[src/sv/alurf_pkg.sv]
// Shared types and constants for the register-file ALU block.
// Holds the input and output word structs, opcode and mode codes, and sizes.
// No dependencies.
package alurf_pkg;

  localparam int unsigned NUM_REGS = 12;
  localparam int unsigned RF_AW    = $clog2(NUM_REGS);

  localparam logic       REQ_ALU   = 1'b0;
  localparam logic       REQ_WRITE = 1'b1;

  localparam logic [1:0] MODE_REG  = 2'd0;
  localparam logic [1:0] MODE_IMM  = 2'd1;

  localparam logic [3:0] OP_ADD = 4'd0;
  localparam logic [3:0] OP_SUB = 4'd1;
  localparam logic [3:0] OP_MUL = 4'd2;
  localparam logic [3:0] OP_DIV = 4'd3;
  localparam logic [3:0] OP_AND = 4'd4;
  localparam logic [3:0] OP_OR  = 4'd5;
  localparam logic [3:0] OP_XOR = 4'd6;
  localparam logic [3:0] OP_NOT = 4'd7;
  localparam logic [3:0] OP_SHL = 4'd8;
  localparam logic [3:0] OP_SHR = 4'd9;

  // Status flag bit positions
  localparam int unsigned FLG_Z = 0;
  localparam int unsigned FLG_C = 1;
  localparam int unsigned FLG_O = 2;
  localparam int unsigned FLG_S = 3;

  typedef struct packed {
    logic        req_type;
    logic [3:0]  alu_op;
    logic [1:0]  operand_mode;
    logic [3:0]  dest_reg;
    logic [31:0] operand_word;
  } alurf_req_t;

  typedef struct packed {
    logic [31:0] result_value;
    logic [31:0] remainder_value;
    logic        zero_flag;
    logic        carry_flag;
    logic        overflow_flag;
    logic        sign_flag;
    logic        divide_error;
  } alurf_rsp_t;

endpackage

[src/sv/alurf_ram.sv]
// Generic single-write, single-read RAM with a registered read port.
// No dependencies.
module alurf_ram #(
  parameter int unsigned WIDTH = 32,
  parameter int unsigned DEPTH = 16
) (
  input  logic                     clk_i,
  input  logic                     we_i,
  input  logic [$clog2(DEPTH)-1:0] waddr_i,
  input  logic [WIDTH-1:0]         wdata_i,
  input  logic [$clog2(DEPTH)-1:0] raddr_i,
  output logic [WIDTH-1:0]         rdata_o
);

  logic [WIDTH-1:0] mem_q [DEPTH];
  logic [WIDTH-1:0] rdata_q;

  always_ff @(posedge clk_i) begin
    if (we_i) begin
      mem_q[waddr_i] <= wdata_i;
    end
    rdata_q <= mem_q[raddr_i];
  end

  assign rdata_o = rdata_q;

endmodule

[src/sv/alu_with_register_file_and_flags.sv]
// Sequence: a register write goes from idle straight to writeback; an ALU operation reads
// its two operands, executes and writes back; a divide runs 32 radix-2 steps on the shared
// adder and a remainder step before writeback (a divide by zero skips the 32 steps).
// One word at a time: the next word is taken the cycle after writeback, which waits while
// the output is stalled. The RAM's single read port makes the two operand reads sequential.
// Reset clears the sequencer, the status flags, the output valid and the register valid bits.
module alu_with_register_file_and_flags (
  input  logic                  clk_i,
  input  logic                  rst_ni,
  input  logic                  in_valid_i,
  output logic                  in_stall_o,
  input  alurf_pkg::alurf_req_t in_data_i,
  output logic                  out_valid_o,
  input  logic                  out_stall_i,
  output alurf_pkg::alurf_rsp_t out_data_o
);

  // Sequencer states
  localparam logic [2:0] S_IDLE = 3'd0;
  localparam logic [2:0] S_RDA  = 3'd1;  // read first operand
  localparam logic [2:0] S_RDB  = 3'd2;  // capture first operand, read second
  localparam logic [2:0] S_EXEC = 3'd3;  // run the operation; add and sub use the shared adder
  localparam logic [2:0] S_DIV  = 3'd4;  // one restoring divide step per cycle
  localparam logic [2:0] S_REM  = 3'd5;  // write the remainder back in register mode
  localparam logic [2:0] S_WB   = 3'd6;  // write the result, load the output word

  localparam int unsigned AW = alurf_pkg::RF_AW;

  localparam logic [1:0] MODE_SEL_REG = alurf_pkg::MODE_REG;
  localparam logic [1:0] MODE_SEL_IMM = alurf_pkg::MODE_IMM;

  logic [2:0]                          state_q, state_d;
  alurf_pkg::alurf_req_t               req_q, req_d;
  logic [31:0]                         a_q, a_d;
  logic [31:0]                         b_q, b_d;
  logic [31:0]                         res_q, res_d;   // result, also quotient shifter
  logic [31:0]                         rem_q, rem_d;   // remainder accumulator
  logic                                carry_q, carry_d;
  logic                                ovf_q, ovf_d;
  logic                                derr_q, derr_d;
  logic [4:0]                          cnt_q, cnt_d;
  logic                                rd_ok_q, rd_ok_d;
  logic [3:0]                          flags_q, flags_d;
  logic [alurf_pkg::NUM_REGS-1:0]      valid_q;
  logic                                out_valid_q, out_valid_d;
  alurf_pkg::alurf_rsp_t               out_q, out_d;

  // Register file port signals
  logic          ram_we;
  logic [AW-1:0] ram_waddr;
  logic [31:0]   ram_wdata;
  logic [AW-1:0] ram_raddr;
  logic [31:0]   ram_rdata;

  // Index decode
  logic [31:0]   dest_ext;
  logic [AW-1:0] dest_idx;
  logic [AW-1:0] src_idx;
  logic          dest_ok;
  logic          src_ok;

  // Shared adder/subtractor: add, sub and every divide step
  logic [33:0]   add_x;
  logic [33:0]   add_y;
  logic          add_sub;
  logic [33:0]   add_sum;

  logic [31:0]   b_val;
  logic [63:0]   prod;
  logic          out_load;

  assign dest_ext = 32'(req_q.dest_reg);
  assign dest_idx = dest_ext[AW-1:0];
  assign src_idx  = req_q.operand_word[AW-1:0];
  assign dest_ok  = dest_ext < 32'(alurf_pkg::NUM_REGS);
  assign src_ok   = req_q.operand_word < 32'(alurf_pkg::NUM_REGS);

  // Second operand as seen in the execute cycle; out-of-range or unwritten reads give zero
  always_comb begin
    case (req_q.operand_mode)
      MODE_SEL_REG: b_val = rd_ok_q ? ram_rdata : 32'd0;
      MODE_SEL_IMM: b_val = req_q.operand_word;
      default:      b_val = 32'd0;
    endcase
  end

  always_comb begin
    if (state_q == S_DIV) begin
      add_x   = {1'b0, rem_q, res_q[31]};
      add_y   = {2'b00, b_q};
      add_sub = 1'b1;
    end else begin
      add_x   = {2'b00, a_q};
      add_y   = {2'b00, b_val};
      add_sub = (req_q.alu_op == alurf_pkg::OP_SUB);
    end
    add_sum = add_x + (add_y ^ {34{add_sub}}) + 34'(add_sub);
  end

  assign prod = {32'd0, a_q} * {32'd0, b_val};

  assign out_load = (state_q == S_WB) && (!out_valid_q || !out_stall_i);

  always_comb begin
    state_d     = state_q;
    req_d       = req_q;
    a_d         = a_q;
    b_d         = b_q;
    res_d       = res_q;
    rem_d       = rem_q;
    carry_d     = carry_q;
    ovf_d       = ovf_q;
    derr_d      = derr_q;
    cnt_d       = cnt_q;
    rd_ok_d     = rd_ok_q;
    flags_d     = flags_q;
    out_d       = out_q;
    out_valid_d = out_valid_q;
    ram_we      = 1'b0;
    ram_waddr   = dest_idx;
    ram_wdata   = res_q;
    ram_raddr   = dest_idx;

    // Drop the output word once taken
    if (out_valid_q && !out_stall_i) begin
      out_valid_d = 1'b0;
    end

    case (state_q)
      S_IDLE: begin
        if (in_valid_i) begin
          req_d = in_data_i;
          res_d = in_data_i.operand_word;
          if (in_data_i.req_type == alurf_pkg::REQ_WRITE) begin
            state_d = S_WB;
          end else begin
            state_d = S_RDA;
          end
        end
      end

      S_RDA: begin
        ram_raddr = dest_idx;
        rd_ok_d   = dest_ok && valid_q[dest_idx];
        state_d   = S_RDB;
      end

      S_RDB: begin
        a_d       = rd_ok_q ? ram_rdata : 32'd0;
        ram_raddr = src_idx;
        rd_ok_d   = src_ok && valid_q[src_idx];
        state_d   = S_EXEC;
      end

      S_EXEC: begin
        b_d     = b_val;
        rem_d   = 32'd0;
        carry_d = 1'b0;
        ovf_d   = 1'b0;
        derr_d  = 1'b0;
        state_d = S_WB;
        case (req_q.alu_op)
          alurf_pkg::OP_ADD: begin
            res_d   = add_sum[31:0];
            carry_d = add_sum[32];
            ovf_d   = ~(a_q[31] ^ b_val[31]) & (add_sum[31] ^ a_q[31]);
          end
          alurf_pkg::OP_SUB: begin
            res_d   = add_sum[31:0];
            carry_d = add_sum[33];  // borrow
            ovf_d   = (a_q[31] ^ b_val[31]) & (add_sum[31] ^ a_q[31]);
          end
          alurf_pkg::OP_MUL: begin
            res_d   = prod[31:0];
            carry_d = |prod[63:32];
            ovf_d   = |prod[63:32];
          end
          alurf_pkg::OP_DIV: begin
            if (b_val == 32'd0) begin
              res_d   = '1;
              rem_d   = a_q;
              derr_d  = 1'b1;
              state_d = S_REM;
            end else begin
              res_d   = a_q;  // dividend shifts out as quotient shifts in
              cnt_d   = 5'd0;
              state_d = S_DIV;
            end
          end
          alurf_pkg::OP_AND: res_d = a_q & b_val;
          alurf_pkg::OP_OR:  res_d = a_q | b_val;
          alurf_pkg::OP_XOR: res_d = a_q ^ b_val;
          alurf_pkg::OP_NOT: res_d = ~a_q;
          alurf_pkg::OP_SHL: res_d = (|b_val[31:5]) ? 32'd0 : (a_q << b_val[4:0]);
          alurf_pkg::OP_SHR: res_d = (|b_val[31:5]) ? 32'd0 : (a_q >> b_val[4:0]);
          default:           res_d = a_q;
        endcase
      end

      S_DIV: begin
        // Restoring step: keep the difference when no borrow
        if (!add_sum[33]) begin
          rem_d = add_sum[31:0];
          res_d = {res_q[30:0], 1'b1};
        end else begin
          rem_d = {rem_q[30:0], res_q[31]};
          res_d = {res_q[30:0], 1'b0};
        end
        cnt_d = cnt_q + 5'd1;
        if (cnt_q == 5'd31) begin
          state_d = S_REM;
        end
      end

      S_REM: begin
        // Remainder goes to the source only in register mode; quotient overwrites later
        ram_we    = (req_q.operand_mode == alurf_pkg::MODE_REG) && src_ok;
        ram_waddr = src_idx;
        ram_wdata = rem_q;
        state_d   = S_WB;
      end

      S_WB: begin
        if (out_load) begin
          ram_we      = dest_ok;
          ram_waddr   = dest_idx;
          ram_wdata   = res_q;
          out_valid_d = 1'b1;
          state_d     = S_IDLE;
          out_d.result_value = res_q;
          if (req_q.req_type == alurf_pkg::REQ_WRITE) begin
            out_d.remainder_value = 32'd0;
            out_d.zero_flag       = flags_q[alurf_pkg::FLG_Z];
            out_d.carry_flag      = flags_q[alurf_pkg::FLG_C];
            out_d.overflow_flag   = flags_q[alurf_pkg::FLG_O];
            out_d.sign_flag       = flags_q[alurf_pkg::FLG_S];
            out_d.divide_error    = 1'b0;
          end else begin
            flags_d[alurf_pkg::FLG_Z] = (res_q == 32'd0);
            flags_d[alurf_pkg::FLG_C] = carry_q;
            flags_d[alurf_pkg::FLG_O] = ovf_q;
            flags_d[alurf_pkg::FLG_S] = res_q[31];
            out_d.remainder_value     = rem_q;
            out_d.zero_flag           = (res_q == 32'd0);
            out_d.carry_flag          = carry_q;
            out_d.overflow_flag       = ovf_q;
            out_d.sign_flag           = res_q[31];
            out_d.divide_error        = derr_q;
          end
        end
      end

      default: state_d = S_IDLE;
    endcase
  end

  always_ff @(posedge clk_i or negedge rst_ni) begin
    if (!rst_ni) begin
      state_q     <= S_IDLE;
      flags_q     <= 4'd0;
      valid_q     <= '0;
      out_valid_q <= 1'b0;
      cnt_q       <= 5'd0;
    end else begin
      state_q     <= state_d;
      flags_q     <= flags_d;
      out_valid_q <= out_valid_d;
      cnt_q       <= cnt_d;
      if (ram_we) begin
        valid_q[ram_waddr] <= 1'b1;
      end
    end
  end

  // Payload and datapath registers
  always_ff @(posedge clk_i) begin
    req_q   <= req_d;
    a_q     <= a_d;
    b_q     <= b_d;
    res_q   <= res_d;
    rem_q   <= rem_d;
    carry_q <= carry_d;
    ovf_q   <= ovf_d;
    derr_q  <= derr_d;
    rd_ok_q <= rd_ok_d;
    out_q   <= out_d;
  end

  alurf_ram #(
    .WIDTH (32),
    .DEPTH (alurf_pkg::NUM_REGS)
  ) u_rf (
    .clk_i   (clk_i),
    .we_i    (ram_we),
    .waddr_i (ram_waddr),
    .wdata_i (ram_wdata),
    .raddr_i (ram_raddr),
    .rdata_o (ram_rdata)
  );

  assign in_stall_o  = (state_q != S_IDLE);
  assign out_valid_o = out_valid_q;
  assign out_data_o  = out_q;

  // Divider runs its full 32 steps before leaving
  a_div_len: assert property (@(posedge clk_i) disable iff (!rst_ni)
    (state_q == S_DIV && cnt_q != 5'd31) |=> state_q == S_DIV)
    else $error("divider left early");

  // Divide error word carries the all-ones quotient and no carry or overflow
  a_derr: assert property (@(posedge clk_i) disable iff (!rst_ni)
    (out_valid_o && out_data_o.divide_error) |->
      (out_data_o.result_value == 32'hFFFF_FFFF && !out_data_o.carry_flag &&
       !out_data_o.overflow_flag))
    else $error("bad divide-by-zero word");

  // Zero and sign can never be set together
  a_zs: assert property (@(posedge clk_i) disable iff (!rst_ni)
    !(flags_q[alurf_pkg::FLG_Z] && flags_q[alurf_pkg::FLG_S]))
    else $error("zero and sign both set");

  // Register file writes only in the remainder and writeback steps
  a_we: assert property (@(posedge clk_i) disable iff (!rst_ni)
    ram_we |-> (state_q == S_REM || state_q == S_WB))
    else $error("stray register file write");

endmodule

[config.mk]
export PLATFORM = sky130hd
export DESIGN_NAME = alu_with_register_file_and_flags
export DESIGN_NICKNAME = d
export VERILOG_FILES = /design/src/sv/alurf_pkg.sv /design/src/sv/alurf_ram.sv /design/src/sv/alu_with_register_file_and_flags.sv
export SDC_FILE = /design/constraint.sdc
export NUM_CORES = 2
export LEC_CHECK = 0
export ABC_AREA = 1
export BUFFER_PORTS_ARGS = -buffer_cell sky130_fd_sc_hd__buf_2
export CELL_PAD_IN_SITES_DETAIL_PLACEMENT = 1
export CELL_PAD_IN_SITES_GLOBAL_PLACEMENT = 1
export CORE_AREA = 2 2 358 449
export CTS_CLUSTER_DIAMETER = 200
export DETAILED_ROUTE_END_ITERATION = 10
export DIE_AREA = 0 0 360 451
export PLACE_DENSITY_LB_ADDON = 0.1
export SYNTH_ARGS = -nofsm -noshare
export SYNTH_HDL_FRONTEND = slang
export SYNTH_HIERARCHICAL = 1
export SYNTH_SLANG_ARGS = --single-unit
[constraint.sdc]
create_clock -name clk_i -period 11.2 [get_ports clk_i]
set_clock_uncertainty 0.1 [all_clocks]
set_input_delay 0.56 -clock clk_i [delete_from_list [all_inputs] [get_ports clk_i]]
set_output_delay 0.56 -clock clk_i [all_outputs]
set_load 0.05 [all_outputs]
==> results <==
- The worst hold-check path type is input pin to flip-flop.
- The total half-perimeter wirelength after legalization and detailed placement is 245,000 µm.
- The cell at the root of the clock tree is clkbuf_16.
- The area enclosed by the die boundary is 162,000 µm².
- The number of clock sinks seen by CTS is about 690.
- After clock tree synthesis, the clock-pin slew on the worst setup and hold paths is 0.07 ns.
- Wires add up to 318,000 µm.
- Of all nets on the critical path, the largest fanout is 33.
- By area the synthesized netlist is led by edfxtp_1 (27%), fa_1 (25%), nand2_1 (11%).
- The startpoint identified for the worst register-to-register timing path is req_q[36].
- The area share of the largest cell type after synthesis is 26.7%.
- Measured along the x axis, the die boundary spans 360 µm.
- The synthesized design spends more area on one cell type than any other, namely edfxtp_1.
- The post-synthesis net count is 9,869.
- After the flow finishes, the layout carries non-filler instances totaling 10,700.
- TritonCTS built the clock tree.
- The tightest hold path in the finished design has a slack of ~0.021 ns.
- For this run, asynchronously set or reset flops after synthesis account for under 10%.
- By instance count, the leading cell after synthesis is nand2_1.
- The setup total negative slack is 0 ns.
- The fraction of final layout cells with drive strength greater than 1 is around 6.2%.
- The reg-to-reg setup timing slack is 0.99 ns.
- Yosys printed 6 warnings.
- The H-tree depth reported by CTS is 2.
- The measured slew at the worst slew-check pin is 1.46 ns.
- The largest buffer count on any clock path is 3.
- Counting flops and latches in the post-synthesis netlist gives between 600 and 700.
- The number of hold violations in the final report is 0.
- The setup-violating endpoint count in the final report is 0.
- The mapped netlist covers 70,700 µm².
- The clock period could shrink to 10.21 ns.
- The final-report max-slew violation count came to 0.
- The post-synthesis to final-layout area growth is 7.42%.
- The worst flop-to-flop path endpoint is res_q[28].
- The start point of the critical path is req_q[36].
- The first-pass GRT wire length is between 400,000 and 500,000 µm.
- At the worst endpoint, the required time is 11.54 ns.
- The fraction of the yosys area taken by sequential cells is 28.5%.
- In the synthesized netlist, the cells that appear most often are nand2_1 (2,097), inv_1 (1,494), nor2_1 (978), fa_1 (897), edfxtp_1 (628).
- Among all flip-flop cells after synthesis, the most frequent one is edfxtp_1.
- The final weighted congestion in routability-driven placement is 1.02.
- Using the TritonRoute via totals, the vias-per-cell ratio works out to 5.82.
- The worst-skew pair later-pin latency is 0.69 ns.
- The number of remaining DRC errors is 0.
- The netlist uses 61 different library cells.
- Max-cap violations in this run came to 0.
- Before antenna repair, the detailed router went through 5 iterations.
- The quantity of I/O buffers inserted on ports is ~120.
- STA classifies the critical path startpoint as a flip-flop.
- The number of cells on the worst reg-to-reg path is 30.
- The number of global-route vias before repair came to around 67,000.
- The y dimension of the die is between 400 and 500 µm.
- A synthesized cell averages 8.26 µm².
- The post-route fraction of the period consumed by the critical path is 91.2%.
- Among all stages on the critical path, the largest delay is contributed by inv_1.
- The endpoint of the worst setup timing path is res_q[28].
- The placement row count is ~160.
- The initial core utilization is 44.6%.
- In this run, CTS created clock tree buffers numbering 60.
- In the final design database the tool counted roughly 9,800 nets.
- STA classifies the critical path endpoint as a flip-flop.
- At the placement stage, the worst setup path has a slack of 1.21 ns.
- Headroom to the max-slew limit came out at 1.83%.
- Once placement completed, the tool counted placed cells totaling roughly 11,000.
- STA puts the critical path data arrival time at around 11 ns.
- Post-CTS repair changed the size of 0 cells.
- Counting the fill cells in the layout gives 19,100.
- The routed via count is 62,100.
- The cell count after synthesis came out at 8,564.
- The flow ran to the end, and the final reports show no timing, DRC or antenna violations.
- Once routing completed, OpenROAD measured the worst setup slack at 0.991 ns.
- The largest single stage delay on the critical path is approximately 0.62 ns.
- The core box area is 159,000 µm².
- Entering global routing, the biggest net connects 143 pins.
- The I/O pin total is roughly 120.
- Counting flops with a built-in enable in the synthesized netlist gives 628.
- The global router's overall resource usage is 39.2%.
- Static timing analysis puts the maximum clock frequency at approximately 98 MHz.
- The initial antenna violation count is 14.
- Dividing the detail-routed wire length by the instance count gives 29.8 µm.
- The setup path with the least slack is of type flip-flop to flip-flop.
- Summed over all layers, the global routing overflow is 0.
- The count of nets left with antenna violations once routing finished came out at 0.
- Setup repair after global routing left no endpoint under its margin.
- The library cell appearing most often on the critical path is fa_1.
- The setup fix buffers added after clock tree synthesis is 0.
- In this run, the number of DRC markers left after iteration 0 of detailed routing was 5,226.
how the worst min path moves through the flow:
stage	from	to	slack, ns	cells after the start
final	in_data_i[2]	req_q[2]	0.02	1
after global placement	valid_q[4]	valid_q[4]	0.35	2
after floorplan	rst_ni	cnt_q[0]	0.16	0
after detailed placement	valid_q[4]	valid_q[4]	0.35	2
after CTS	in_data_i[2]	req_q[2]	0.0002	1
after global routing	in_data_i[30]	req_q[30]	0.005	1
worst max-delay path: cells and delay by family, from the launching register on:
| kind | cells | cell delay [ns] |
|---|---|---|
| simple gates | 14 | 3.18 |
| fa+ha+maj | 9 | 4.26 |
| buf+inv | 6 | 1.68 |
| xor+xnor | 1 | 0.27 |
| flops | 1 | 0.41 |
sequential cells by signal (all words and copies together), names as in the netlist, 3 cells and up:
signal	flops
u_rf/mem_q	384
out_data_o	69
req_q	39
a_q	32
b_q	32
rem_q	32
res_q	32
u_rf/rdata_o	32
valid_q	12
cnt_q	5
dest_idx	4
flags_q	4
state_q	3
repair_timing:
action / in CTS / in global routing
hold buffers: 26 / 0
hold endpoints to repair: 50 / 0
setup endpoints to repair: 0 / 0
layout make-up:
| class | count | area, µm² | share of cell area, % |
|---|---|---|---|
| antenna | 8 | 20.0 | 0.0264 |
| clock buffer | 69 | 1580 | 2.07 |
| clock inverter | 45 | 542 | 0.713 |
| inverter | 1542 | 5800 | 7.64 |
| multi-input combinational | 5913 | 43000 | 56.6 |
| sequential | 685 | 20100 | 26.5 |
| tap | 2075 | 2600 | 3.42 |
| timing repair buffer | 332 | 2280 | 3.00 |
logic make-up after synthesis:
group / count (synthesis) / synth area share, %
and+or+nand+nor: 3688 / 21.0
buffers and inverters: 1966 / 11.0
adders and majority gates: 1258 / 31.8
AOI/OAI and AO/OA: 933 / 7.35
DFF: 685 / 28.5
xor gates and xnor gates: 32 / 0.396
muxes: 2 / 0.0283
through the flow:
step | util [%] | cell area, µm²
after floorplan | - | 70700
after global placement | 46.4 | 73600
after detailed placement | 46.4 | 73600
after CTS | 47.9 | 75900
after global routing | 47.9 | 76000
final | 47.9 | 76000
routing by layer:
metal	wire length [µm]	GRT usage (%)	share of wire [%]
met1	113000	44.2	35
met2	152000	66.2	48
met3	23300	6.81	7.3
met4	30200	30.2	9.5
met5	77	0	0.024
cell usage in the layout, fill, tap and decap left out, types with 21 or more instances in the layout:
master         count
o21ai_1          113
inv_1           1487
edfxtp_1         628
buf_4            188
o21ai_0          404
nor3_1            45
a21oi_1          229
dfrtp_1           25
dfxtp_1           32
nand4_1           41
nand2_1         2096
ha_1             361
clkbuf_16         60
fa_1             897
o21bai_1          32
nand3_1          429
inv_2             32
o211ai_1          34
nor2_1           961
dlygate4sd3_1     26
nor4_1            23
nand2_2           21
buf_2            117
Power is left out: the tool's default activity adds up to more than one toggle a clock period on the data nets, which glitch-free logic cannot reach.
